`src/hdl/racr_pkg.sv`:
```
package racr_pkg;

  // Default configuration of the counter store.
  localparam int DEF_CHANNEL_BITS    = 1;
  localparam int DEF_RANK_BITS       = 1;
  localparam int DEF_BANK_GROUP_BITS = 2;
  localparam int DEF_BANK_BITS       = 2;
  localparam int DEF_ROW_BITS        = 10;
  localparam int DEF_COUNT_BITS      = 16;

  // Fixed field widths of the request and result items.
  localparam int CH_W       = 1;
  localparam int RK_W       = 1;
  localparam int BG_W       = 2;
  localparam int BK_W       = 2;
  localparam int ROW_W      = 10;
  localparam int COL_W      = 10;
  localparam int TIME_W     = 48;
  localparam int THR_W      = 16;
  localparam int ROWCNT_W   = 11;
  localparam int CFG_DATA_W = 16;

  // Register reset values.
  localparam logic [THR_W-1:0]    THRESHOLD_RST = 16'd4096;
  localparam logic [ROWCNT_W-1:0] ROW_COUNT_RST = 11'd1024;

  // Result kinds.
  localparam logic KIND_ACCESS = 1'b0;
  localparam logic NEI_ACT     = 1'b1;

  // Job queue between the front and the back.
  localparam int Q_DEPTH = 4;
  localparam int Q_AW    = $clog2(Q_DEPTH);
  localparam int Q_CNT_W = $clog2(Q_DEPTH + 1);

  // Configuration register indexes.
  typedef enum logic [0:0] {
    CFG_THRESHOLD = 1'b0,
    CFG_ROW_COUNT = 1'b1
  } cfg_reg_t;

  // Which result of a job the back emits next.
  typedef enum logic [1:0] {
    PH_ACCESS,
    PH_LOW,
    PH_HIGH
  } phase_t;

  typedef struct packed {
    logic [CH_W-1:0]   channel;
    logic [RK_W-1:0]   rank;
    logic [BG_W-1:0]   bank_group;
    logic [BK_W-1:0]   bank;
    logic [ROW_W-1:0]  row;
    logic [COL_W-1:0]  column;
    logic              is_write;
    logic [TIME_W-1:0] time_req;
  } req_t;

  typedef struct packed {
    logic              kind;
    logic [CH_W-1:0]   out_channel;
    logic [RK_W-1:0]   out_rank;
    logic [BG_W-1:0]   out_bank_group;
    logic [BK_W-1:0]   out_bank;
    logic [ROW_W-1:0]  out_row;
    logic [COL_W-1:0]  out_column;
    logic              out_is_write;
    logic [TIME_W-1:0] out_time;
    logic              last;
  } rsp_t;

  // A classified request: the access plus which neighbours to activate.
  typedef struct packed {
    req_t req;
    logic low_nb;
    logic high_nb;
  } job_t;

  typedef struct packed {
    logic               empty;
    logic [Q_CNT_W-1:0] count;
  } q_stat_t;

endpackage

```
`src/hdl/racr_queue.sv`:
```
module racr_queue (
  input  logic              clk,
  input  logic              rst_n,
  input  logic              push,
  input  racr_pkg::job_t    push_job,
  input  logic              pop,
  output racr_pkg::job_t    head,
  output racr_pkg::q_stat_t stat
);

  racr_pkg::job_t                   entries_r [racr_pkg::Q_DEPTH];
  logic [racr_pkg::Q_AW-1:0]        wr_ptr_r;
  logic [racr_pkg::Q_AW-1:0]        rd_ptr_r;
  logic [racr_pkg::Q_CNT_W-1:0]     count_r;

  // Pointers and fill level.
  always_ff @(posedge clk) begin
    if (!rst_n) begin
      wr_ptr_r <= '0;
      rd_ptr_r <= '0;
      count_r  <= '0;
    end else begin
      if (push) begin
        wr_ptr_r <= wr_ptr_r + 1'b1;
      end
      if (pop) begin
        rd_ptr_r <= rd_ptr_r + 1'b1;
      end
      if (push && !pop) begin
        count_r <= count_r + 1'b1;
      end else if (pop && !push) begin
        count_r <= count_r - 1'b1;
      end
    end
  end

  // Job storage.
  always_ff @(posedge clk) begin
    if (push) begin
      entries_r[wr_ptr_r] <= push_job;
    end
  end

  assign head       = entries_r[rd_ptr_r];
  assign stat.empty = (count_r == '0);
  assign stat.count = count_r;

  a_pop_nonempty: assert property (@(posedge clk) disable iff (!rst_n)
    pop |-> (count_r != '0))
    else $error("job queue popped while empty");

  a_push_room: assert property (@(posedge clk) disable iff (!rst_n)
    (push && !pop) |-> (count_r < racr_pkg::Q_CNT_W'(racr_pkg::Q_DEPTH)))
    else $error("job queue pushed while full");

endmodule

```
`config.mk`:
```
export PLATFORM = sky130hd
export DESIGN_NAME = racr_queue
export DESIGN_NICKNAME = d
export VERILOG_FILES = /design/src/hdl/racr_pkg.sv /design/src/hdl/racr_queue.sv
export SDC_FILE = /design/constraint.sdc
export NUM_CORES = 1
export LEC_CHECK = 0
export ABC_CLOCK_PERIOD_IN_PS = 4100
export BUFFER_PORTS_ARGS = -buffer_cell sky130_fd_sc_hd__buf_2
export CELL_PAD_IN_SITES_DETAIL_PLACEMENT = 1
export CELL_PAD_IN_SITES_GLOBAL_PLACEMENT = 2
export CORE_ASPECT_RATIO = 0.75
export CORE_MARGIN = 2
export CORE_UTILIZATION = 45
export CTS_CLUSTER_DIAMETER = 200
export DETAILED_ROUTE_END_ITERATION = 7
export GPL_ROUTABILITY_DRIVEN = 0
export PLACE_DENSITY = 0.81
export SYNTH_ARGS = -nofsm -noshare
export SYNTH_HDL_FRONTEND = slang
export SYNTH_SLANG_ARGS = --single-unit
```
`constraint.sdc`:
```
create_clock -name clk -period 4.1 [get_ports clk]
set_clock_uncertainty 0.05 [all_clocks]
set_input_delay 0.82 -clock clk [delete_from_list [all_inputs] [get_ports clk]]
set_output_delay 0.82 -clock clk [all_outputs]
set_load 0.1 [all_outputs]
```
## After elaboration in Yosys (flattened, before gate mapping)

Memory sizes are Yosys's and may differ from the RTL's. A register that Yosys moved wholly into a read port is not among the register bits.
Index checks and enable logic that the tools add are counted.
W data, S select, Z words.

- Input bits: 81
- Bits in writable memories: 308
- Memories: 1
- Register bits: 7

- Multiplexer cells: 6
- $add $sub $neg: 4
- Reductions and logical operators: 6

Memories:

| name | depth | bits a word | rd ports | clocked after Yosys merged registers in | wr ports | line | source |
|---|---|---|---|---|---|---|---|
| entries_r | 4 | 77 | 1 | 1 | 1 | racr_queue.sv:11 | `racr_pkg::job_t entries_r [racr_pkg::Q_DEPTH];` |

Operators with widths:

| cell | count |
|---|---|
| $mux W3 | 2 |
| $add A2 B1 Y2 const B | 2 |
| $mux W2 | 2 |
| $add A3 B1 Y3 const B | 1 |
| $logic_not A3 Y1 | 1 |
| $sub A3 B1 Y3 const B | 1 |
| $logic_and A1 B1 Y1 | 2 |
| $logic_not A1 Y1 | 2 |
| $mux W1 | 2 |
| $reduce_bool A2 Y1 | 1 |

## Longest topological paths before layout

- Depth after elaboration: 4
- Mapped depth: 7
- Mapped depth without buffers: 7

## Worst setup path after synthesis

Ideal clock, no wire load.

- Kind: register to output
- From: reg count_r[0] in the netlist's numbering
- To: out stat[3] in the netlist's numbering
- Path buffers: 0
- Setup slack: 0.327 ns
- Data required time: 3.230 ns
- Stages on the path, launching flop included: 2
- Arrival: 2.903 ns
- Path through: dfxtp_1 nor3_1

RTL lines:

| element | line | source |
|---|---|---|
| start, declared | racr_queue.sv:14 | `logic [racr_pkg::Q_CNT_W-1:0] count_r;` |
| start signal, assigned | racr_queue.sv:30 | `count_r <= count_r + 1'b1;` |
| start signal, assigned | racr_queue.sv:32 | `count_r <= count_r - 1'b1;` |
| end, declared | racr_queue.sv:8 | `output racr_pkg::q_stat_t stat` |

==> impl_metrics.py <==
metrics = {
    "place": {
        "dpl.hpwl_um": 14400,
        "placed_cells": 935,
        "numPortBuffers": 161,
        "pre_cts_slack_ns": 1.31,
    },
    "power": {
        "ir_drop_mv": 0.315,
        "swShare": 0.307,
        "finalPower_mw": 7.90,
        "seqPwrFrac": 0.480,
        "p_comb_frac": 0.195,
        "power_switching_mw": 2.42,
        "clkPwrFrac": 0.325,
        "p_per_area_nw_per_um2": 576,
        "p_int_mw": 5.47,
        "power_leakage_nw": 4.61,
    },
    "floorplanning": {
        "start_util": 0.461,
        "ios": 162,
        "rows": 50,
        "die_w_um": 189,
        "die_h_um": 143,
        "core-area_sq_um": 25100,
        "die_area_sq_um": 27000,
    },
    "setup_path": {
        "path_buf_inv": 2,
        "critical_path_arrival_ns": 2.43,
        "startpoint_type": "flip-flop",
        "timing.rr.end": "entries_r[3][43]$_DFFE_PP_",
        "cp_max_fo": 36,
        "critPathCapture": "head[73]",
        "crit_chain": "buf_12 > mux4_2 > buf_2",
        "crit_path_end_kind": "output port",
        "rrSetupSlack_ns": 2.03,
        "slowest_stage": "dfxtp_4",
        "cp.required_ns": 3.23,
        "slowest_delay_ns": 0.60,
        "rr_startpoint": "wr_ptr_r[0]$_SDFFE_PN0P_",
        "r2r_cells": 3,
        "critical-path-top-delay-family": "buffers and inverters",
        "path_class": "reg -> out",
        "path_depth": 3,
    },
    "clock_network": {
        "hold_buffers": 0,
        "tritoncts": "yes",
        "cts_inserted_buffers": 30,
        "cts-root-buf": "clkbuf_16",
        "cts_max_path_buffers": 3,
        "clk_pin_slew_worst_paths_ns": 0.06,
        "cts_resized": 0,
        "h-tree-depth": 1,
        "post_cts_buffers": 0,
        "cts_sinks": 317,
        "insertion_delay_ns": 0.54,
    },
    "grt": {
        "gr-usage-all-layers": 0.173,
        "overflow": 0,
        "grt_first_pass_wirelength_um": 35000,
        "grt_pass1_vias": 5880,
        "antenna_found_initial": 3,
        "grt_max_degree": 49,
    },
    "layout": {
        "layout_commonest_cell": "edfxtp_1",
        "drive_above_1_share": 0.450,
        "final_cell_mix": "edfxtp_1, buf_2, mux4_2, clkbuf_16, clkinv_1",
        "area_growth_syn_to_layout_pct": 18.5,
        "finalNonFillerCells": 992,
        "nNetsFinal": 716,
    },
    "routing": {
        "drt_first_pass_iters": 6,
        "antenna_left": 0,
        "drt-initial-drc-count": 340,
        "wl_per_cell_um": 23.3,
        "vias": 5296,
        "viasPerCell": 5.34,
        "wirelength_um": 23100,
        "drc": 0,
    },
    "sta": {
        "grt_setup_unrepaired": "no",
        "tns_ns": 0,
        "setup_violations": 0,
        "hold_violations": 0,
        "maxSlewHeadroom": 0.478,
        "slew_violations": 0,
        "tightest_slew_ns": 0.783,
        "worst_slack_ns": 0.801,
        "fin_crit_ns": 3.30,
        "max_freq_ghz": 0.303,
        "min_period_over_period": 0.805,
    },
    "synthesis": {
        "yosysSeqAreaShare": 0.815,
        "synth_enable_flop_cells": 308,
        "avgSynthCellArea_sq_um": 26.0,
        "ys_warn_count": 0,
        "yosysUniqueCellTypes": 20,
        "synth_area_sq_um": 11600,
        "synth_cells": 445,
        "ys_seq_elements": 317,
        "synthArstFlopShare": 0,
        "synthFlopType": "edfxtp_1",
        "syn_nets": 532,
    },
    "worst_hold_path": {
        "hold_class": "in -> reg",
        "holdPathStages": 1,
    },
    "job": {
        "drv_cap": 0,
    },
    "run_status": {
        "status": "finished, final reports clean",
    },
}
## synthesized netlist by cell type, types with 2 or more instances
library cell    n  share of area
and2_1          9         0.0049
buf_12          4         0.0069
buf_2           9         0.0039
clkbuf_1        4         0.0013
dfxtp_1         9          0.016
edfxtp_1      308           0.80
ha_1            5         0.0054
inv_1           4         0.0013
mux2i_1         2         0.0017
mux4_2         77           0.15
nor2b_1         2         0.0011
xnor2_1         2         0.0015
xor2_1          3         0.0023
## worst min path at each step
stage / end / start / slack (ns)
floorplan: wr_ptr_r[1]$_SDFFE_PN0P_ / wr_ptr_r[1]$_SDFFE_PN0P_ / 0.48
global placement: count_r[2]$_SDFFE_PN0P_ / count_r[2]$_SDFFE_PN0P_ / 0.44
detailed placement: wr_ptr_r[1]$_SDFFE_PN0P_ / wr_ptr_r[1]$_SDFFE_PN0P_ / 0.52
CTS: entries_r[0][72]$_DFFE_PP_ / push_job[72] / 0.41
global route: entries_r[0][35]$_DFFE_PP_ / push_job[35] / 0.42
finish: entries_r[0][72]$_DFFE_PP_ / push_job[72] / 0.43
## state kept, by name, indices dropped and copies added, names as in the netlist, named ones only
signal,cells
wr_ptr_r,2
count_r,3
entries_r,308
rd_ptr_r,2
## cell type report
cell class | instances | area (sq um)
Clock inverter | 20 | 119
Fill cell | 2190 | 11400
Inverter | 4 | 15.0
Sequential cell | 317 | 9440
Clock buffer | 36 | 795
Tap cell | 338 | 423
Multi-Input combinational cell | 106 | 1990
Timing Repair Buffer | 170 | 936
Antenna cell | 1 | 2.50
## worst reg2reg max path, cell delays in order, from the launching register on
cell     delay (ns)
dfxtp_1        0.41
ha_1           0.19
and2_4         0.66
buf_4          0.42
## power groups by stage
stage                     Sequential [mW]  Combinational, mW  Clock [mW]
after global routing                 3.80               1.60        2.72
final                                3.79               1.54        2.57
after CTS                            3.79               1.56        2.62
after floorplan                      3.86               1.26           0
after detailed placement             3.86               1.56           0
after global placement               3.84               1.53           0
## metrics by stage
step / instance area (sq um) / utilization / hold WS (ns)
after floorplan: 11600 / - / 0.478
after global placement: 12800 / 0.510 / 0.444
after detailed placement: 12800 / 0.510 / 0.517
after CTS: 13700 / 0.547 / 0.411
after global routing: 13700 / 0.547 / 0.425
final: 13700 / 0.547 / 0.433
## layer usage
metal / up-vias / wire [um] / track usage
met4: 4 / 478 / 0.0374
met2: 191 / 11100 / 0.283
met1: 2790 / 9860 / 0.240
met3: 42 / 1630 / 0.0428
li1: 2269 / - / -
met5: - / 27 / 0
## cell families (layout without fill, tap and decap cells)
kind of cell / Yosys count / count (layout) / synth area share
flops: 317 / 317 / 0.815
mux: 79 / 79 / 0.152
buf+inv: 22 / 230 / 0.0144
simple gates: 14 / 14 / 0.00724
fa+ha+maj: 6 / 6 / 0.00714
xor+xnor: 5 / 5 / 0.00378
compound gates: 2 / 2 / 0.00108
other cells: 0 / 1 / 0
Power figures use the tool's default switching activity.
