### src/hdl/racr_pkg.sv
package racr_pkg;

  // Default configuration of the counter store.
  localparam int DEF_CHANNEL_BITS    = 1;
  localparam int DEF_RANK_BITS       = 1;
  localparam int DEF_BANK_GROUP_BITS = 2;
  localparam int DEF_BANK_BITS       = 2;
  localparam int DEF_ROW_BITS        = 10;
  localparam int DEF_COUNT_BITS      = 16;

  // Fixed field widths of the request and result items.
  localparam int CH_W       = 1;
  localparam int RK_W       = 1;
  localparam int BG_W       = 2;
  localparam int BK_W       = 2;
  localparam int ROW_W      = 10;
  localparam int COL_W      = 10;
  localparam int TIME_W     = 48;
  localparam int THR_W      = 16;
  localparam int ROWCNT_W   = 11;
  localparam int CFG_DATA_W = 16;

  // Register reset values.
  localparam logic [THR_W-1:0]    THRESHOLD_RST = 16'd4096;
  localparam logic [ROWCNT_W-1:0] ROW_COUNT_RST = 11'd1024;

  // Result kinds.
  localparam logic KIND_ACCESS = 1'b0;
  localparam logic NEI_ACT     = 1'b1;

  // Job queue between the front and the back.
  localparam int Q_DEPTH = 4;
  localparam int Q_AW    = $clog2(Q_DEPTH);
  localparam int Q_CNT_W = $clog2(Q_DEPTH + 1);

  // Configuration register indexes.
  typedef enum logic [0:0] {
    CFG_THRESHOLD = 1'b0,
    CFG_ROW_COUNT = 1'b1
  } cfg_reg_t;

  // Which result of a job the back emits next.
  typedef enum logic [1:0] {
    PH_ACCESS,
    PH_LOW,
    PH_HIGH
  } phase_t;

  typedef struct packed {
    logic [CH_W-1:0]   channel;
    logic [RK_W-1:0]   rank;
    logic [BG_W-1:0]   bank_group;
    logic [BK_W-1:0]   bank;
    logic [ROW_W-1:0]  row;
    logic [COL_W-1:0]  column;
    logic              is_write;
    logic [TIME_W-1:0] time_req;
  } req_t;

  typedef struct packed {
    logic              kind;
    logic [CH_W-1:0]   out_channel;
    logic [RK_W-1:0]   out_rank;
    logic [BG_W-1:0]   out_bank_group;
    logic [BK_W-1:0]   out_bank;
    logic [ROW_W-1:0]  out_row;
    logic [COL_W-1:0]  out_column;
    logic              out_is_write;
    logic [TIME_W-1:0] out_time;
    logic              last;
  } rsp_t;

  // A classified request: the access plus which neighbours to activate.
  typedef struct packed {
    req_t req;
    logic low_nb;
    logic high_nb;
  } job_t;

  typedef struct packed {
    logic               empty;
    logic [Q_CNT_W-1:0] count;
  } q_stat_t;

endpackage

### src/hdl/racr_back.sv
module racr_back (
  input  logic              clk,
  input  logic              rst_n,
  input  racr_pkg::q_stat_t q_stat,
  input  racr_pkg::job_t    q_head,
  output logic              q_pop,
  output logic              out_empty,
  input  logic              out_pop,
  output racr_pkg::rsp_t    out_rsp
);

  racr_pkg::phase_t phase_r;
  racr_pkg::phase_t phase_nxt;
  racr_pkg::rsp_t   rsp;
  racr_pkg::rsp_t   out_rsp_r;
  logic             out_valid_r;
  logic             slot_free;
  logic             emit;

  // Emit when a job is queued and the output register is free or being drained.
  assign slot_free = !out_valid_r || out_pop;
  assign emit      = slot_free && !q_stat.empty;

  // Next phase within the current job.
  always_comb begin
    phase_nxt = phase_r;
    if (emit) begin
      unique case (phase_r)
        racr_pkg::PH_ACCESS: begin
          if (q_head.low_nb) begin
            phase_nxt = racr_pkg::PH_LOW;
          end else if (q_head.high_nb) begin
            phase_nxt = racr_pkg::PH_HIGH;
          end else begin
            phase_nxt = racr_pkg::PH_ACCESS;
          end
        end
        racr_pkg::PH_LOW: begin
          phase_nxt = q_head.high_nb ? racr_pkg::PH_HIGH : racr_pkg::PH_ACCESS;
        end
        racr_pkg::PH_HIGH: phase_nxt = racr_pkg::PH_ACCESS;
        default:           phase_nxt = racr_pkg::PH_ACCESS;
      endcase
    end
  end

  // Result for the current phase of the job at the queue head.
  always_comb begin
    rsp.out_channel    = q_head.req.channel;
    rsp.out_rank       = q_head.req.rank;
    rsp.out_bank_group = q_head.req.bank_group;
    rsp.out_bank       = q_head.req.bank;
    rsp.out_column     = q_head.req.column;
    rsp.kind           = racr_pkg::KIND_ACCESS;
    rsp.out_row        = q_head.req.row;
    rsp.out_is_write   = q_head.req.is_write;
    rsp.out_time       = q_head.req.time_req;
    rsp.last           = !q_head.low_nb && !q_head.high_nb;
    unique case (phase_r)
      racr_pkg::PH_ACCESS: begin
      end
      racr_pkg::PH_LOW: begin
        rsp.kind         = racr_pkg::NEI_ACT;
        rsp.out_row      = q_head.req.row - racr_pkg::ROW_W'(1);
        rsp.out_is_write = 1'b0;
        rsp.out_time     = q_head.req.time_req + racr_pkg::TIME_W'(1);
        rsp.last         = !q_head.high_nb;
      end
      racr_pkg::PH_HIGH: begin
        rsp.kind         = racr_pkg::NEI_ACT;
        rsp.out_row      = q_head.req.row + racr_pkg::ROW_W'(1);
        rsp.out_is_write = 1'b0;
        rsp.out_time     = q_head.req.time_req +
                           (q_head.low_nb ? racr_pkg::TIME_W'(2) : racr_pkg::TIME_W'(1));
        rsp.last         = 1'b1;
      end
      default: begin
      end
    endcase
  end

  assign q_pop = emit && rsp.last;

  always_ff @(posedge clk) begin
    if (!rst_n) begin
      phase_r     <= racr_pkg::PH_ACCESS;
      out_valid_r <= 1'b0;
    end else begin
      phase_r <= phase_nxt;
      if (emit) begin
        out_valid_r <= 1'b1;
      end else if (out_pop) begin
        out_valid_r <= 1'b0;
      end
    end
  end

  // Output register.
  always_ff @(posedge clk) begin
    if (emit) begin
      out_rsp_r <= rsp;
    end
  end

  assign out_empty = !out_valid_r;
  assign out_rsp   = out_rsp_r;

  a_low_phase: assert property (@(posedge clk) disable iff (!rst_n)
    (phase_r == racr_pkg::PH_LOW) |-> (!q_stat.empty && q_head.low_nb))
    else $error("lower neighbour phase without a lower neighbour");

  a_high_phase: assert property (@(posedge clk) disable iff (!rst_n)
    (phase_r == racr_pkg::PH_HIGH) |-> (!q_stat.empty && q_head.high_nb))
    else $error("upper neighbour phase without an upper neighbour");

endmodule

### config.mk
export PLATFORM = sky130hd
export DESIGN_NAME = racr_back
export DESIGN_NICKNAME = d
export VERILOG_FILES = /design/src/hdl/racr_pkg.sv /design/src/hdl/racr_back.sv
export SDC_FILE = /design/constraint.sdc
export NUM_CORES = 1
export LEC_CHECK = 0
export ABC_AREA = 0
export ABC_CLOCK_PERIOD_IN_PS = 2580
export BUFFER_PORTS_ARGS = -buffer_cell sky130_fd_sc_hd__buf_2
export CAP_MARGIN = 20
export CORE_ASPECT_RATIO = 0.5
export CORE_MARGIN = 2
export CORE_UTILIZATION = 23
export DETAILED_ROUTE_END_ITERATION = 10
export PLACE_DENSITY = 0.43
export SYNTH_ARGS = -nofsm -noshare
export SYNTH_HDL_FRONTEND = slang
export SYNTH_SLANG_ARGS = --single-unit
### constraint.sdc
create_clock -name clk -period 2.58 [get_ports clk]
set_clock_uncertainty 0.15 [all_clocks]
set_input_delay 0.129 -clock clk [delete_from_list [all_inputs] [get_ports clk]]
set_output_delay 0.129 -clock clk [all_outputs]
set_load 0.03 [all_outputs]
Word level (Yosys, flattened, before mapping)
Index checks and enable logic that the tools add are counted.
- word-level logic and storage cells: 38
- output and inout port bits: 79
- ROM bits: 0
- input bits: 84
- RAM bits: 0
- memories: 0
- bits in registers: 80
- bits in latches: 0
- shift-type cells: 0
- equal/unequal tests: 2
- order comparisons: 0
- bitwise logic cells: 0
- reductions and logical operators: 11
- add/subtract/negate cells: 4
- $mul: 0
- div/mod/pow operators: 0
- mux-type cells: 9
- operator list (kind ; count):
    50-bit case mux with 2 select lines ; 1
    48-bit by 1-bit adder with 48-bit output, second input constant ; 1
    48-bit by 2-bit adder with 48-bit output ; 1
    10-bit case mux with 2 select lines ; 1
    10-bit by 1-bit adder with 10-bit output, second input constant ; 1
    10-bit by 1-bit subtractor with 10-bit output, second input constant ; 1
    2-bit two-way mux ; 3
    1-bit zero test ; 4
    2-bit case mux with 2 select lines ; 1
    1-bit logical AND ; 3
    1-bit two-way mux ; 3
    2-bit by 1-bit equality test with 1-bit output, second input constant ; 1
    2-bit equality test, second input constant ; 1
    2-bit zero test ; 1
    2-bit nonzero test ; 1
    2-bit OR reduction ; 1
    1-bit logical OR ; 1

Depth between registers and ports, before layout
- word-level depth: 4
- gate-level depth with buffers: 10
- mapped depth without buffers: 10

Least setup slack after synthesis
No wires, ideal clock.
- path type: register to output
- start: register out_valid_r
- end: output q_pop
- buffers on the path: 0
- cell stages (with the launch flop): 5
- data arrival time: 2.477 ns
- path slack: -0.176 ns
- data required time: 2.301 ns
- path through: dfxtp_1 nand2b_1 nand2b_1 inv_1 and2_1
- cells in the longest elaborated chain, start to end: 4
- RTL lines (what ; line ; source):
    start: declaration ; racr_back.sv:16 ; logic out_valid_r;
    start signal: assignment ; racr_back.sv:87 ; out_valid_r <= 1'b0;
    start signal: assignment ; racr_back.sv:91 ; out_valid_r <= 1'b1;
    start signal: assignment ; racr_back.sv:93 ; out_valid_r <= 1'b0;
    1-bit zero test ; racr_back.sv:21 ; assign slot_free = !out_valid_r || out_pop;
    1-bit logical OR ; racr_back.sv:21 ;
    1-bit logical AND ; racr_back.sv:22 ; assign emit = slot_free && !q_stat.empty;
    net emit ; racr_back.sv:18 ; logic emit;
    1-bit logical AND ; racr_back.sv:82 ; assign q_pop = emit && rsp.last;
    end: declaration ; racr_back.sv:6 ; output logic q_pop,
The timed path passes the listed nets, and every way through them passes these cells.

==> results.txt <==
Inserted Clock Buffers: 9
clk sinks: 80
core area: 0.0186 sq mm
relative slew slack: 0.726
CTS Buffer Depth: 2
Top Ports: 163
HPWL after detailed placement: 9900 um
vias in the first global route: 3,795
met3 Usage GRT: 0.0340
Min Hold Slack: 0.0128 ns
post-layout worst setup margin: 0.0650 ns
WP data arrival: 2.56 ns
Worst setup endpoint: out_rsp[38]
synthesis-to-layout area growth: 49.4%
Final Hold Fails: 0
Static Leak: 2.60 nW
Critical R2R Launch: phase_r[1]
initial antenna violation count: 0
met1 usage: 0.166
DR iter-0 viols: 99
Post-synth EDFFs: 77
global route hottest layer: met2
Clock Latency Late Sink: 0.33 ns
syn_nets: 493
HP Class: in2reg
gr ovfl total: 0
cell area after layout: 0.00660 sq mm
status: complete, no violations
max-cap violation count: 0
CTS tree: done
power per cell area: 546 mW/mm^2
H-tree depth: 3
Starting Density: 0.237
Vias per Instance: 4.36
root buf cell: clkbuf_16
ANT nets after route: 0
Die Wd: 200 um
CP Capture Type: flip-flop
GRT Total Usage: 0.131
synthesized instance count: 394
clk slew on worst S/H paths: 0.06 ns
WS Path Type: reg2reg
fmax: 398 MHz
drt pass-1 iters: 4
CP Max Fanout: 5
Routed WL: 13,400 um
hold_sp: q_head[18]
RR Endpoint: out_rsp[38]
sequential area share after synthesis: 0.537
Worst Reg-to-Reg Cells: 10
Yosys warning count: 0
Post-DP Area: 0.00575 sq mm
RSZ-0062 raised after global routing: yes
wire per inst: 15.0 um
Port Buffer Count: 159
Worst setup SP type: flip-flop
period utilisation layout: 0.975
share of cells above drive strength 1: 0.390
Worst Tran Pin Value: 0.410 ns
Placement Setup Slack: -0.103 ns
Final Util: 0.354
first-pass GRT wire length: 20,200 um
routing usage on met2: 0.226
largest net degree at the start of global routing: 39
# rows: 35
count of unique library cells instantiated by Yosys: 56
Post-synth ARST share: 0
Main synth FF type: edfxtp_1
R2R Setup Slk: 0.06 ns
CP required: 2.62 ns
synthesized area per cell: 11.2 sq um
critical path launch point: phase_r[1]
Post-layout nets: 731
height of the die: 102 um
final setup fails: 0
Final Max Slew Viols: 0
VDD IR max: 282 uV
Tmin final: 2.52 ns
WHS Path Cells: 3
gpl congestion: 0.768
Vias: 3,909
Cell Area, Synth: 0.00441 sq mm
FF+latch count, synth: 80
die area: 0.0204 sq mm
number of remaining DRC errors: 0
-- cell families after synthesis --
kind of cell	Yosys count	share of synthesized area
AND/OR/NAND/NOR	163	0.215
flip-flops	80	0.537
AO/OA/AOI/OAI	74	0.105
XOR/XNOR	30	0.0595
buffers and inverters	27	0.0249
adder cells (fa/ha/maj)	15	0.0459
multiplexers	5	0.0122
-- cells in the final DEF, fill, tap and decap left out, types with 4 or more instances in the layout --
cell	count
a21o_1	5
and3_1	7
clkbuf_16	9
nand2_1	25
or4_1	6
o31ai_1	5
xor2_1	20
o21a_1	4
o211ai_1	4
and4_1	8
nor2b_1	5
nand4_1	15
nor2_1	36
o21ai_0	17
a21oi_1	20
buf_4	39
nand3_1	15
xnor2_1	9
buf_2	159
ha_1	8
edfxtp_1	77
ha_4	4
or3_1	14
dlygate4sd3_1	40
inv_1	10
-- worst max-delay path, cell delays in order, from the launching register on --
cell     delay [ns]
dfxtp_1        0.35
ha_4           0.19
nand2_4        0.08
inv_2          0.06
ha_4           0.26
a21oi_2        0.07
nor4_4         0.20
buf_4          0.17
nand3_2        0.14
or4_1          0.56
a21oi_1        0.13
-- metrics by stage --
step                      setup TNS [ns]  power [W]  std cells
after floorplan                        0    0.00207        394
after global placement            -0.127    0.00238        832
after detailed placement          -0.373    0.00238        832
after CTS                              0    0.00365        892
after global routing              -0.215    0.00380        895
final                                  0    0.00360        896
-- routing by layer --
metal | vias up | routed length (um)
met1 | 1863 | 6240
met2 | 63 | 6570
met3 | 12 | 435
met4 | 0 | 179
met5 | - | 0
li1 | 1971 | -
-- area by class of cell --
class | count | area, sq um
Antenna cell | 1 | 2.50
Inverter | 14 | 56.3
Fill cell | 1916 | 12000
Multi-Input combinational cell | 287 | 2050
Clock buffer | 9 | 225
Timing Repair Buffer | 240 | 1520
Sequential cell | 80 | 2370
Tap cell | 259 | 324
Clock inverter | 6 | 36.3
-- registers in the layout, indices dropped and copies added (netlist names) --
register,flops
out_rsp,77
out_valid_r,1
phase_r,2
-- how the worst min path moves through the flow --
stage and endpoint:
2_1_floorplan out_rsp[50], 3_3_place_gp out_rsp[56], 3_5_place_dp out_rsp[57], 4_1_cts out_rsp[61], 5_1_grt out_rsp[17], 6_report out_rsp[17]
-- where the power goes --
part	switching, W	internal, W
clock network	0.000541	0.000642
registers	0.0000261	0.00155
logic	0.000525	0.000314
-- timing repair --
action	in CTS	in global routing
hold endpoints to repair	38	0
endpoints found under the setup margin	10	25
buffers inserted	5	3
gates resized for setup	10	19
pin swaps	4	10
hold buffers	40	0
-- Yosys cell counts (3+ instances only) --
library cell,n,area [sq um]
nand4_1,15,93.8
o21ai_0,17,85.1
nand4b_1,3,26.3
nor2_1,37,139
a21boi_0,3,22.5
o211ai_1,4,30.0
nor2b_1,5,31.3
edfxtp_1,77,2310
xnor2_1,10,87.6
clkbuf_1,6,22.5
inv_1,14,52.6
o31ai_1,5,37.5
ha_1,13,163
nand3_1,17,85.1
dfxtp_1,3,60.1
xor2_1,20,175
a21oi_1,22,110
or3_1,14,87.6
nand2_1,26,97.6
and3_1,7,43.8
a21o_1,5,37.5
and2_1,3,18.8
a211oi_1,4,30.0
o21a_1,4,30.0
and4_1,8,70.1
mux2_2,3,33.8
buf_1,4,15.0
nor3_1,3,15.0
or4_1,7,52.6
Power figures use the tool's default switching activity.
